`config.mk`:
```
export PLATFORM = sky130hd
export DESIGN_NAME = weighted_patch_topk_matcher
export DESIGN_NICKNAME = d
export VERILOG_FILES = /design/src/rtl/wptm_pkg.sv /design/src/rtl/wptm_acc.sv /design/src/rtl/wptm_cell.sv /design/src/rtl/weighted_patch_topk_matcher.sv
export SDC_FILE = /design/constraint.sdc
export NUM_CORES = 2
export LEC_CHECK = 0
export BUFFER_PORTS_ARGS = -buffer_cell sky130_fd_sc_hd__buf_2
export CAP_MARGIN = 20
export CORE_MARGIN = 2
export CORE_UTILIZATION = 27
export CTS_BUF_LIST = sky130_fd_sc_hd__clkbuf_4 sky130_fd_sc_hd__clkbuf_8
export DETAILED_ROUTE_END_ITERATION = 7
export PLACE_DENSITY = 0.39
export SKIP_LAST_GASP = 1
export SYNTH_ARGS = -nofsm -noshare
export SYNTH_HDL_FRONTEND = slang
export SYNTH_SLANG_ARGS = --single-unit
```
`constraint.sdc`:
```
create_clock -name i_clk -period 9.9 [get_ports i_clk]
set_input_delay 0.495 -clock i_clk [delete_from_list [all_inputs] [get_ports i_clk]]
set_output_delay 0.495 -clock i_clk [all_outputs]
set_load 0.1 [all_outputs]
```
`src/rtl/wptm_pkg.sv`:
```
// ============================================================================
// wptm_pkg
// Shared types and constants of the weighted patch top-k matcher.
// ============================================================================
`default_nettype none

package wptm_pkg;

    localparam int PIX_W    = 8;
    localparam int DIFF_W   = 10;
    localparam int WEIGHT_W = 12;
    localparam int COORD_W  = 10;
    localparam int DIST_W   = 17;
    localparam int PATCH_W  = 32;
    localparam int CENTER_W = 10;
    localparam int CFG_IDX_W  = 3;
    localparam int CFG_DATA_W = 12;

    localparam logic [DIST_W-1:0] EMPTY_DIST = DIST_W'(99999);

    // Configuration register indexes
    localparam logic [CFG_IDX_W-1:0] CFG_CENTER_LIMIT = 3'd0;
    localparam logic [CFG_IDX_W-1:0] CFG_KEEP_COUNT   = 3'd1;
    localparam logic [CFG_IDX_W-1:0] CFG_WEIGHT_RING0 = 3'd2;
    localparam logic [CFG_IDX_W-1:0] CFG_WEIGHT_RING1 = 3'd3;
    localparam logic [CFG_IDX_W-1:0] CFG_WEIGHT_RING2 = 3'd4;
    localparam logic [CFG_IDX_W-1:0] CFG_WEIGHT_RING3 = 3'd5;

    typedef struct packed {
        logic               filled;
        logic [COORD_W-1:0] row;
        logic [COORD_W-1:0] col;
        logic [DIST_W-1:0]  distance;
    } t_slot;

    localparam t_slot SLOT_EMPTY = '{filled: 1'b0, row: '0, col: '0, distance: EMPTY_DIST};

    // Commands broadcast to every slot cell
    typedef struct packed {
        logic  write;
        logic  shift;
        logic  clear;
        t_slot data;
    } t_cell_ctrl;

    // Status of the item held in the front stage
    typedef struct packed {
        logic valid;
        logic cand_end;
        logic query_end;
    } t_acc_status;

endpackage

`default_nettype wire

```
`src/rtl/wptm_acc.sv`:
```
// ============================================================================
// wptm_acc
// Two-stage front end: difference and weight pick, then saturating sums.
// ============================================================================
`default_nettype none

module wptm_acc #(
    parameter int MAX_RING    = 3,
    parameter int COORD_LIMIT = 1024
) (
    input  wire logic                                    i_clk,
    input  wire logic                                    i_rst_n,
    input  wire logic                                    i_load,
    input  wire logic [wptm_pkg::PIX_W-1:0]              i_query_red,
    input  wire logic [wptm_pkg::PIX_W-1:0]              i_query_green,
    input  wire logic [wptm_pkg::PIX_W-1:0]              i_query_blue,
    input  wire logic [wptm_pkg::PIX_W-1:0]              i_cand_red,
    input  wire logic [wptm_pkg::PIX_W-1:0]              i_cand_green,
    input  wire logic [wptm_pkg::PIX_W-1:0]              i_cand_blue,
    input  wire logic [1:0]                              i_ring,
    input  wire logic [wptm_pkg::COORD_W-1:0]            i_cand_row,
    input  wire logic [wptm_pkg::COORD_W-1:0]            i_cand_col,
    input  wire logic                                    i_pixel_valid,
    input  wire logic                                    i_last_of_candidate,
    input  wire logic                                    i_last_of_query,
    input  wire logic [3:0][wptm_pkg::WEIGHT_W-1:0]      i_weights,
    input  wire logic                                    i_clear_sums,
    output wptm_pkg::t_acc_status                        o_status,
    output logic [wptm_pkg::COORD_W-1:0]                 o_row,
    output logic [wptm_pkg::COORD_W-1:0]                 o_col,
    output logic [wptm_pkg::PATCH_W-1:0]                 o_patch_sum,
    output logic [wptm_pkg::CENTER_W-1:0]                o_center_sum
);
    import wptm_pkg::*;

    localparam int        COORD_TOP = (COORD_LIMIT < 1024) ? COORD_LIMIT - 1 : 1023;
    localparam logic [COORD_W-1:0] COORD_MAX = COORD_W'(COORD_TOP);
    localparam logic [2:0] RING_MAX = 3'(MAX_RING);

    function automatic logic [PIX_W-1:0] abs_diff(input logic [PIX_W-1:0] a,
                                                  input logic [PIX_W-1:0] b);
        abs_diff = (a > b) ? (a - b) : (b - a);
    endfunction

    logic                  r_s1_valid;
    logic                  r_s1_add;
    logic                  r_s1_center;
    logic [DIFF_W-1:0]     r_s1_diff;
    logic [WEIGHT_W-1:0]   r_s1_weight;
    logic                  r_s1_cand_end;
    logic                  r_s1_query_end;
    logic [COORD_W-1:0]    r_s1_row;
    logic [COORD_W-1:0]    r_s1_col;
    logic [PATCH_W-1:0]    r_patch_sum;
    logic [CENTER_W-1:0]   r_center_sum;

    logic [DIFF_W-1:0]     n_diff;
    logic                  n_add;
    logic [2*DIFF_W+1:0]   w_prod;
    logic [PATCH_W:0]      w_patch_ext;
    logic [CENTER_W:0]     w_center_ext;
    logic [PATCH_W-1:0]    n_patch_sum;
    logic [CENTER_W-1:0]   n_center_sum;

    assign n_diff = DIFF_W'(abs_diff(i_query_red, i_cand_red))
                  + DIFF_W'(abs_diff(i_query_green, i_cand_green))
                  + DIFF_W'(abs_diff(i_query_blue, i_cand_blue));
    assign n_add  = i_pixel_valid && ({1'b0, i_ring} <= RING_MAX);

    always_ff @(posedge i_clk) begin
        if (!i_rst_n) begin
            r_s1_valid <= 1'b0;
        end else begin
            r_s1_valid <= i_load;
        end
    end

    // Payload of the front stage: hold between loads
    always_ff @(posedge i_clk) begin
        if (i_load) begin
            r_s1_add       <= n_add;
            r_s1_center    <= (i_ring == 2'd0);
            r_s1_diff      <= n_diff;
            r_s1_weight    <= i_weights[i_ring];
            r_s1_cand_end  <= i_last_of_candidate;
            r_s1_query_end <= i_last_of_query;
            r_s1_row       <= (i_cand_row > COORD_MAX) ? COORD_MAX : i_cand_row;
            r_s1_col       <= (i_cand_col > COORD_MAX) ? COORD_MAX : i_cand_col;
        end
    end

    assign w_prod       = r_s1_diff * r_s1_weight;
    assign w_patch_ext  = {1'b0, r_patch_sum} + (PATCH_W + 1)'(w_prod);
    assign w_center_ext = {1'b0, r_center_sum} + {1'b0, r_s1_diff};

    always_comb begin
        n_patch_sum  = r_patch_sum;
        n_center_sum = r_center_sum;
        if (i_clear_sums) begin
            n_patch_sum  = '0;
            n_center_sum = '0;
        end else if (r_s1_valid && r_s1_add) begin
            n_patch_sum = w_patch_ext[PATCH_W] ? '1 : w_patch_ext[PATCH_W-1:0];
            if (r_s1_center) begin
                n_center_sum = w_center_ext[CENTER_W] ? '1 : w_center_ext[CENTER_W-1:0];
            end
        end
    end

    always_ff @(posedge i_clk) begin
        if (!i_rst_n) begin
            r_patch_sum  <= '0;
            r_center_sum <= '0;
        end else begin
            r_patch_sum  <= n_patch_sum;
            r_center_sum <= n_center_sum;
        end
    end

    assign o_status.valid     = r_s1_valid;
    assign o_status.cand_end  = r_s1_cand_end;
    assign o_status.query_end = r_s1_query_end;
    assign o_row              = r_s1_row;
    assign o_col              = r_s1_col;
    assign o_patch_sum        = r_patch_sum;
    assign o_center_sum       = r_center_sum;

endmodule

`default_nettype wire

```
`src/rtl/wptm_cell.sv`:
```
// ============================================================================
// wptm_cell
// One best-match slot: shifts toward the head on readout, passes the
// worst-slot scan toward the tail.
// ============================================================================
`default_nettype none

module wptm_cell #(
    parameter int IDX = 0,
    parameter int IW  = 3,
    parameter int KW  = 4
) (
    input  wire logic                            i_clk,
    input  wire logic                            i_rst_n,
    input  wire wptm_pkg::t_cell_ctrl            i_ctrl,
    input  wire logic [IW-1:0]                   i_wr_idx,
    input  wire logic [KW-1:0]                   i_k,
    input  wire wptm_pkg::t_slot                 i_next,
    output wptm_pkg::t_slot                      o_slot,
    input  wire logic [IW-1:0]                   i_scan_idx,
    input  wire logic [wptm_pkg::DIST_W-1:0]     i_scan_dist,
    output logic [IW-1:0]                        o_scan_idx,
    output logic [wptm_pkg::DIST_W-1:0]          o_scan_dist
);
    import wptm_pkg::*;

    t_slot              r_slot;
    t_slot              n_slot;
    logic [IW-1:0]      r_scan_idx;
    logic [DIST_W-1:0]  r_scan_dist;
    logic               w_take;

    always_comb begin
        n_slot = r_slot;
        if (i_ctrl.clear) begin
            n_slot = SLOT_EMPTY;
        end else if (i_ctrl.shift) begin
            n_slot = i_next;
        end else if (i_ctrl.write && (i_wr_idx == IW'(IDX))) begin
            n_slot = i_ctrl.data;
        end
    end

    always_ff @(posedge i_clk) begin
        if (!i_rst_n) begin
            r_slot <= SLOT_EMPTY;
        end else begin
            r_slot <= n_slot;
        end
    end

    // Take over the running worst only on a strictly larger distance
    assign w_take = (KW'(IDX) < i_k) && (r_slot.distance > i_scan_dist);

    always_ff @(posedge i_clk) begin
        r_scan_idx  <= w_take ? IW'(IDX) : i_scan_idx;
        r_scan_dist <= w_take ? r_slot.distance : i_scan_dist;
    end

    assign o_slot      = r_slot;
    assign o_scan_idx  = r_scan_idx;
    assign o_scan_dist = r_scan_dist;

endmodule

`default_nettype wire

```
`src/rtl/weighted_patch_topk_matcher.sv`:
```
// ============================================================================
// weighted_patch_topk_matcher
// Weighted SAD patch matcher that keeps the best candidates of each query.
// ============================================================================
// Usage:
//   Input channel (i_in_valid / o_in_stall): one item per pixel pair of query
//   and candidate patch, with its ring distance and end-of-candidate and
//   end-of-query flags. Pixel items are taken one per cycle while not stalled.
//   An item that ends a candidate stalls the input while the candidate is
//   judged; if it replaces a slot, the worst-slot scan then walks the whole
//   cell row while the input stays stalled. An item that ends a query
//   produces keep_count result items (clamped to 1..MAX_KEEP) on the output
//   channel (o_out_valid / i_out_stall), slot 0 first, o_last on the final
//   one. Results follow the judging (and the scan when the item also keeps a
//   candidate), one per cycle while i_out_stall is low; the input is stalled
//   until the last result is loaded into the output register.
//   A stalled result holds in the output register; readout of the cell row
//   waits until it is taken.
//   Configuration writes (i_cfg_we) take effect at once; write them while idle.
//   Reset is synchronous and active low: all slots empty at distance 99999,
//   sums zero, registers at their defaults, no result pending.
// ============================================================================
`default_nettype none

module weighted_patch_topk_matcher #(
    parameter int MAX_KEEP    = 8,
    parameter int MAX_RING    = 3,
    parameter int COORD_LIMIT = 1024
) (
    input  wire logic                                 i_clk,
    input  wire logic                                 i_rst_n,
    // configuration write port
    input  wire logic                                 i_cfg_we,
    input  wire logic [wptm_pkg::CFG_IDX_W-1:0]       i_cfg_index,
    input  wire logic [wptm_pkg::CFG_DATA_W-1:0]      i_cfg_data,
    // input channel
    input  wire logic                                 i_in_valid,
    output logic                                      o_in_stall,
    input  wire logic [wptm_pkg::PIX_W-1:0]           i_query_red,
    input  wire logic [wptm_pkg::PIX_W-1:0]           i_query_green,
    input  wire logic [wptm_pkg::PIX_W-1:0]           i_query_blue,
    input  wire logic [wptm_pkg::PIX_W-1:0]           i_cand_red,
    input  wire logic [wptm_pkg::PIX_W-1:0]           i_cand_green,
    input  wire logic [wptm_pkg::PIX_W-1:0]           i_cand_blue,
    input  wire logic [1:0]                           i_ring,
    input  wire logic [wptm_pkg::COORD_W-1:0]         i_cand_row,
    input  wire logic [wptm_pkg::COORD_W-1:0]         i_cand_col,
    input  wire logic                                 i_pixel_valid,
    input  wire logic                                 i_last_of_candidate,
    input  wire logic                                 i_last_of_query,
    // output channel
    output logic                                      o_out_valid,
    input  wire logic                                 i_out_stall,
    output logic [2:0]                                o_slot_index,
    output logic                                      o_found,
    output logic [wptm_pkg::COORD_W-1:0]              o_match_row,
    output logic [wptm_pkg::COORD_W-1:0]              o_match_col,
    output logic [wptm_pkg::DIST_W-1:0]               o_match_distance,
    output logic                                      o_last
);
    import wptm_pkg::*;

    localparam int KW  = $clog2(MAX_KEEP + 1);
    localparam int IW  = (MAX_KEEP > 1) ? $clog2(MAX_KEEP) : 1;
    localparam int KCW = (KW > 4) ? KW : 4;
    localparam logic [KCW-1:0] KEEP_MAX = KCW'(MAX_KEEP);

    typedef enum logic [3:0] {
        ST_RUN   = 4'b0001,   // take items, accumulate
        ST_JUDGE = 4'b0010,   // decide on the finished candidate
        ST_SCAN  = 4'b0100,   // worst-slot scan walks the cell row
        ST_EMIT  = 4'b1000    // shift slots out as result items
    } t_state;

    // ------------------------------------------------------------------
    // Configuration registers
    // ------------------------------------------------------------------
    logic [CENTER_W-1:0]           r_center_limit;
    logic [3:0]                    r_keep_count;
    logic [3:0][WEIGHT_W-1:0]      r_weights;

    always_ff @(posedge i_clk) begin
        if (!i_rst_n) begin
            r_center_limit <= CENTER_W'(50);
            r_keep_count   <= 4'd1;
            r_weights      <= {4{WEIGHT_W'(1)}};
        end else if (i_cfg_we) begin
            case (i_cfg_index)
                CFG_CENTER_LIMIT: r_center_limit <= i_cfg_data[CENTER_W-1:0];
                CFG_KEEP_COUNT:   r_keep_count   <= i_cfg_data[3:0];
                CFG_WEIGHT_RING0: r_weights[0]   <= i_cfg_data;
                CFG_WEIGHT_RING1: r_weights[1]   <= i_cfg_data;
                CFG_WEIGHT_RING2: r_weights[2]   <= i_cfg_data;
                CFG_WEIGHT_RING3: r_weights[3]   <= i_cfg_data;
                default: ;  // unused index: drop the write
            endcase
        end
    end

    // Slots in use, clamped to 1..MAX_KEEP
    logic [KCW-1:0] w_keep_ext;
    logic [KCW-1:0] w_k_clamped;
    logic [KW-1:0]  w_k;

    assign w_keep_ext  = KCW'(r_keep_count);
    assign w_k_clamped = (w_keep_ext == '0) ? KCW'(1) :
                         (w_keep_ext > KEEP_MAX) ? KEEP_MAX : w_keep_ext;
    assign w_k         = KW'(w_k_clamped);

    // ------------------------------------------------------------------
    // Front end: differences, weights and the two sums
    // ------------------------------------------------------------------
    t_state                  r_state;
    t_state                  n_state;
    t_acc_status             w_status;
    logic [COORD_W-1:0]      w_row;
    logic [COORD_W-1:0]      w_col;
    logic [PATCH_W-1:0]      w_patch_sum;
    logic [CENTER_W-1:0]     w_center_sum;
    logic                    w_in_fire;
    logic                    w_end_pending;

    // An item that ends a candidate or query blocks the next one until judged
    assign w_end_pending = w_status.valid && (w_status.cand_end || w_status.query_end);
    assign o_in_stall    = (r_state != ST_RUN) || w_end_pending;
    assign w_in_fire     = i_in_valid && !o_in_stall;

    wptm_acc #(
        .MAX_RING    (MAX_RING),
        .COORD_LIMIT (COORD_LIMIT)
    ) u_acc (
        .i_clk               (i_clk),
        .i_rst_n             (i_rst_n),
        .i_load              (w_in_fire),
        .i_query_red         (i_query_red),
        .i_query_green       (i_query_green),
        .i_query_blue        (i_query_blue),
        .i_cand_red          (i_cand_red),
        .i_cand_green        (i_cand_green),
        .i_cand_blue         (i_cand_blue),
        .i_ring              (i_ring),
        .i_cand_row          (i_cand_row),
        .i_cand_col          (i_cand_col),
        .i_pixel_valid       (i_pixel_valid),
        .i_last_of_candidate (i_last_of_candidate),
        .i_last_of_query     (i_last_of_query),
        .i_weights           (r_weights),
        .i_clear_sums        (r_state == ST_JUDGE),
        .o_status            (w_status),
        .o_row               (w_row),
        .o_col               (w_col),
        .o_patch_sum         (w_patch_sum),
        .o_center_sum        (w_center_sum)
    );

    // ------------------------------------------------------------------
    // Row of slot cells
    // ------------------------------------------------------------------
    t_cell_ctrl          w_ctrl;
    logic [IW-1:0]       w_wr_idx;
    t_slot               w_slot      [MAX_KEEP];
    t_slot               w_next      [MAX_KEEP];
    logic [IW-1:0]       w_scan_in_idx  [MAX_KEEP];
    logic [DIST_W-1:0]   w_scan_in_dist [MAX_KEEP];
    logic [IW-1:0]       w_scan_idx     [MAX_KEEP];
    logic [DIST_W-1:0]   w_scan_dist    [MAX_KEEP];

    logic [IW-1:0]       r_seed_idx;
    logic [DIST_W-1:0]   r_seed_dist;

    for (genvar g = 0; g < MAX_KEEP; g++) begin : g_cell
        if (g == MAX_KEEP - 1) begin : g_tail
            assign w_next[g] = SLOT_EMPTY;
        end else begin : g_link
            assign w_next[g] = w_slot[g+1];
        end

        if (g == 0) begin : g_head
            assign w_scan_in_idx[g]  = r_seed_idx;
            assign w_scan_in_dist[g] = r_seed_dist;
        end else begin : g_pass
            assign w_scan_in_idx[g]  = w_scan_idx[g-1];
            assign w_scan_in_dist[g] = w_scan_dist[g-1];
        end

        wptm_cell #(
            .IDX (g),
            .IW  (IW),
            .KW  (KW)
        ) u_cell (
            .i_clk       (i_clk),
            .i_rst_n     (i_rst_n),
            .i_ctrl      (w_ctrl),
            .i_wr_idx    (w_wr_idx),
            .i_k         (w_k),
            .i_next      (w_next[g]),
            .o_slot      (w_slot[g]),
            .i_scan_idx  (w_scan_in_idx[g]),
            .i_scan_dist (w_scan_in_dist[g]),
            .o_scan_idx  (w_scan_idx[g]),
            .o_scan_dist (w_scan_dist[g])
        );
    end

    // ------------------------------------------------------------------
    // Control: judge, scan, readout
    // ------------------------------------------------------------------
    logic [IW-1:0]       r_worst;
    logic [DIST_W-1:0]   r_worst_dist;     // mirrors the worst slot's distance
    logic [KW-1:0]       r_cnt;
    logic                r_out_valid;
    logic [2:0]          r_out_slot;
    t_slot               r_out_data;
    logic                r_out_last;

    logic [IW-1:0]       n_worst;
    logic [DIST_W-1:0]   n_worst_dist;
    logic [KW-1:0]       n_cnt;
    logic                n_out_valid;
    logic                n_seed_load;

    logic                w_stale;
    logic [IW-1:0]       w_sel;
    logic [DIST_W-1:0]   w_sel_dist;
    logic                w_keep;
    logic                w_emit_fire;
    logic                w_emit_last;

    // A worst slot outside the slots in use falls back to slot 0
    assign w_stale    = !(KW'(r_worst) < w_k);
    assign w_sel      = w_stale ? '0 : r_worst;
    assign w_sel_dist = w_stale ? w_slot[0].distance : r_worst_dist;
    assign w_keep     = w_status.cand_end
                     && (w_center_sum < r_center_limit)
                     && (w_patch_sum < PATCH_W'(w_sel_dist));

    assign w_emit_fire = (r_state == ST_EMIT) && (!r_out_valid || !i_out_stall);
    assign w_emit_last = ((r_cnt + KW'(1)) == w_k);

    always_comb begin
        n_state       = r_state;
        n_worst       = r_worst;
        n_worst_dist  = r_worst_dist;
        n_cnt         = r_cnt;
        n_seed_load   = 1'b0;
        w_ctrl.write  = 1'b0;
        w_ctrl.shift  = 1'b0;
        w_ctrl.clear  = 1'b0;
        w_ctrl.data   = '{filled: 1'b1, row: w_row, col: w_col,
                          distance: w_patch_sum[DIST_W-1:0]};
        w_wr_idx      = w_sel;
        n_out_valid   = r_out_valid && i_out_stall;

        case (r_state)
            ST_RUN: begin
                if (w_end_pending) begin
                    n_state = ST_JUDGE;
                end
            end
            ST_JUDGE: begin
                n_cnt = '0;
                if (w_keep) begin
                    // write the new candidate, then rescan for the worst slot
                    w_ctrl.write = 1'b1;
                    n_seed_load  = 1'b1;
                    n_state      = ST_SCAN;
                end else begin
                    if (w_status.cand_end) begin
                        n_worst      = w_sel;
                        n_worst_dist = w_sel_dist;
                    end
                    n_state = w_status.query_end ? ST_EMIT : ST_RUN;
                end
            end
            ST_SCAN: begin
                n_cnt = r_cnt + KW'(1);
                if (r_cnt == KW'(MAX_KEEP)) begin
                    n_worst      = w_scan_idx[MAX_KEEP-1];
                    n_worst_dist = w_scan_dist[MAX_KEEP-1];
                    n_cnt        = '0;
                    n_state      = w_status.query_end ? ST_EMIT : ST_RUN;
                end
            end
            ST_EMIT: begin
                if (w_emit_fire) begin
                    n_out_valid = 1'b1;
                    if (w_emit_last) begin
                        // empty every slot after the last one is out
                        w_ctrl.clear = 1'b1;
                        n_worst      = '0;
                        n_worst_dist = EMPTY_DIST;
                        n_cnt        = '0;
                        n_state      = ST_RUN;
                    end else begin
                        w_ctrl.shift = 1'b1;
                        n_cnt        = r_cnt + KW'(1);
                    end
                end
            end
            default: begin
                n_state = ST_RUN;
            end
        endcase
    end

    always_ff @(posedge i_clk) begin
        if (!i_rst_n) begin
            r_state      <= ST_RUN;
            r_worst      <= '0;
            r_worst_dist <= EMPTY_DIST;
            r_cnt        <= '0;
            r_out_valid  <= 1'b0;
        end else begin
            r_state      <= n_state;
            r_worst      <= n_worst;
            r_worst_dist <= n_worst_dist;
            r_cnt        <= n_cnt;
            r_out_valid  <= n_out_valid;
        end
    end

    // Scan seed: the slot just written and its new distance
    always_ff @(posedge i_clk) begin
        if (n_seed_load) begin
            r_seed_idx  <= w_sel;
            r_seed_dist <= w_patch_sum[DIST_W-1:0];
        end
    end

    // Output register: hold while stalled
    always_ff @(posedge i_clk) begin
        if (w_emit_fire) begin
            r_out_slot <= 3'(r_cnt);
            r_out_data <= w_slot[0];
            r_out_last <= w_emit_last;
        end
    end

    assign o_out_valid      = r_out_valid;
    assign o_slot_index     = r_out_slot;
    assign o_found          = r_out_data.filled;
    assign o_match_row      = r_out_data.row;
    assign o_match_col      = r_out_data.col;
    assign o_match_distance = r_out_data.distance;
    assign o_last           = r_out_last;

endmodule

`default_nettype wire
```
==> metrics.txt <==
Max-slew headroom 29.11%; capture point of the worst reg-to-reg path u_acc.o_patch_sum[18]; core area 139500 sq um; Die ar. 143600 sq um; maximum vdd ir drop 0.0003370 V; Root Driver clkbuf_8; Slew Limit Fails 0; # nets final 4694; clk slew on worst S/H paths 60 ps; Setup violations, final 0; switching power 4730 uW; crit path DAT 6940 ps; CP Class reg -> reg; dpl cell area 40510 sq um; commonest non-fill, non-tap cell in the layout dfxtp_1; Comb pwr share 45.8%; htree depth 4; cell count after synthesis 4076; IO Pins 137; number of synthesized flops with an enable pin 108; Worst path most repeated cell fa_1; WL final 124.0 mm; post_cts resized 0; Mapped Area 37960 sq um; cell depth of the worst hold path 2; ANT nets after route 0; Seq cells post-synth 706; Area Growth Syn to Fin 15.90%; biggest area contributors in the synthesized netlist dfxtp_1 (32%), ha_1 (9.8%), edfxtp_1 (8.5%); Skew-Pair Late Insertion Delay 880 ps; required time of the critical path 10600 ps; post-route insts no fill 6183; minimum clock period 6247 ps; routed wl met2 60.26 mm; hold endpoint u_acc.r_s1_center; Bufs on Longest Clock Path 3; layout cell share with drive strength beyond 1 15.13%; M1 WL 56.75 mm; final hold vios 0; setup TNS 0 ps; Worst R2R Path Depth 19; Post-CTS Setup Inserts 0; Main synth FF type dfxtp_1; Crit Reg-Reg Startpoint u_acc.r_s1_diff[6]; fill cell count 14.73k; Syn Nets 4576; Avg Inst Size Synth 9.313 sq um; final worst path period share 63.10%; Crit-path slowest cell edfxtp_1; hold_sp i_ring[1]; RSZ-0062 raised after global routing false; area leader, netlist dfxtp_1; multi-input logic area 20370 sq um; CTS tree yes; first-pass GRT wire length 188.3 mm; Hold WC Path Type in -> reg; FF/Latch Area 15210 sq um; Worst Tran Pin Value 1063 ps; FP Rows 137; Layout Utilization 31.53%; Post-route DRC 0; crit path cell chain nand2_1, fa_1, inv_1, fa_1, fa_1, fa_1, inv_1, fa_1, inv_1, ha_1, a21o_1, a21o_1, a2111oi_0, a21oi_1, o21ai_1, a211oi_1, nor2_1, buf_4, a221oi_1; Cell Pwr Density 268.9 nW/um^2; LEAKAGE 0.01890 uW; Pint 7101 uW; Critical Path Max Stage Delay 660 ps; clock share of power 27.4%; initial antenna violation count 2; cell area after layout 43990 sq um; flop2flop setup slack 3650 ps; most frequent cells in the layout dfxtp_1 (598), nand2_1 (487), inv_1 (405), ha_1 (298), nand3_1 (274); Final Worst Setup Slack 3653 ps; cts bufs inserted 138; Highest Clock Rate 160.1 MHz; Setup Skew 67.24 ps; routed length per instance 20.06 um; chip width 379.0 um; CTS Sinks 706; post-synthesis cell type count 74; sw frac 39.98%; vias per inst 4.771; Max Used Layer met4; DP Wirelength 86.51 mm; ys async rst share 0%; largest net degree at the start of global routing 190; number of max-cap violations 0; 1st-iter DRT viols 1627; Critical Path Start Type flop; status completed; register area share after synthesis 40.08%; GP Congestion 0.7897; Hold Buf Count CTS 37; total number of vias 29.50k; Synth Warn # 0; grt total ovfl 0; Yosys top cell area share 31.54%; met3 WL 3.865 mm; Setup WS pre-CTS 3598 ps; port bufs 136; CP Max Fanout 21; die height 379.0 um; Initial DRT Pass Iterations 7; CP Capture Type flop; Inst Count DP 5889; sequential share of power 26.9%; gr usage total 17.27%; vias in the first global route 29.71k; Initial Utilization 27.20%
-- final cells by class --
cell class / instances / share of cell area [%]
diodes: 3 / 0.01706
clock buffers: 228 / 6.351
clock inverters: 22 / 0.5460
inverters: 407 / 3.473
multi-input cells: 2718 / 46.30
flip-flops and latches: 706 / 34.58
well taps: 1876 / 5.335
repair buffers: 223 / 3.399
-- routing by layer --
layer / track usage, % / vias to the layer above
li1: - / 14487
met5: 0 / -
met2: 29.29 / 467
met4: 5.256 / 0
met1: 22.30 / 14385
met3: 2.927 / 163
-- critical path: cells and delay by family, from the launching register on --
family	cells	cell delay, ps
fa+ha+maj	6	3000
simple gates	2	380
flops	1	660
compound gates	7	1590
buf+inv	4	460
-- cell families (layout without fill, tap and decap cells) --
group,Yosys count,count (layout),synth area share (%)
AOI/OAI and AO/OA,856,856,14.70
xor gates and xnor gates,53,53,1.223
adders and majority gates,407,407,15.57
buffers and inverters,652,880,6.612
DFF,706,706,40.08
muxes,261,261,7.776
other,0,3,0
and+or+nand+nor,1141,1141,14.04
-- through the flow --
stage               power (uW)  hold WS, ps
floorplan                 7311        386.3
global route             12900        123.1
global placement          8784        399.7
CTS                      12070        57.02
detailed placement        8719        401.2
finish                   11830        162.6
-- synthesized netlist by cell type, drive strengths merged, types with 98 or more instances --
| cell type | n |
|---|---|
| nand3 | 277 |
| o211ai | 252 |
| nor2 | 112 |
| ha | 298 |
| inv | 407 |
| clkbuf | 168 |
| a21oi | 209 |
| o21ai | 184 |
| mux2i | 98 |
| dfxtp | 598 |
| mux2 | 151 |
| fa | 109 |
| nand2 | 490 |
| edfxtp | 108 |
-- power by group through the flow --
stage / Combinational [uW] / Clock, uW / Sequential [uW]
6_report: 5410 / 3240 / 3180
5_1_grt: 6230 / 3470 / 3190
4_1_cts: 5540 / 3340 / 3180
3_5_place_dp: 5470 / 0 / 3240
3_3_place_gp: 5540 / 0 / 3240
2_1_floorplan: 4190 / 0 / 3120
-- flip-flops by register name, summed over array words and instances, names as in the netlist, 10 cells and up --
signal,count
g_cell.u_cell.o_scan_dist,136
o_match_row,10
r_center_limit,10
o_match_distance,17
g_cell.u_cell.o_slot,304
g_cell.u_cell.o_scan_idx,24
u_acc.r_s1_diff,10
u_acc.o_col,10
r_seed_dist,17
r_worst_dist,17
u_acc.o_center_sum,10
u_acc.o_patch_sum,32
o_match_col,10
u_acc.o_row,10
r_weights,48
u_acc.r_s1_weight,12
-- worst max-delay path by stage --
stage	slack [ps]	from	to
floorplan	4260	u_acc.r_s1_diff[6]	u_acc.o_patch_sum[21]
global placement	3740	u_acc.r_s1_diff[6]	u_acc.o_patch_sum[7]
detailed placement	3600	u_acc.r_s1_diff[6]	u_acc.o_patch_sum[7]
CTS	3590	u_acc.r_s1_diff[6]	u_acc.o_patch_sum[18]
global route	3260	u_acc.r_s1_diff[6]	u_acc.o_patch_sum[18]
finish	3650	u_acc.r_s1_diff[6]	u_acc.o_patch_sum[18]
Power figures use the tool's default switching activity.
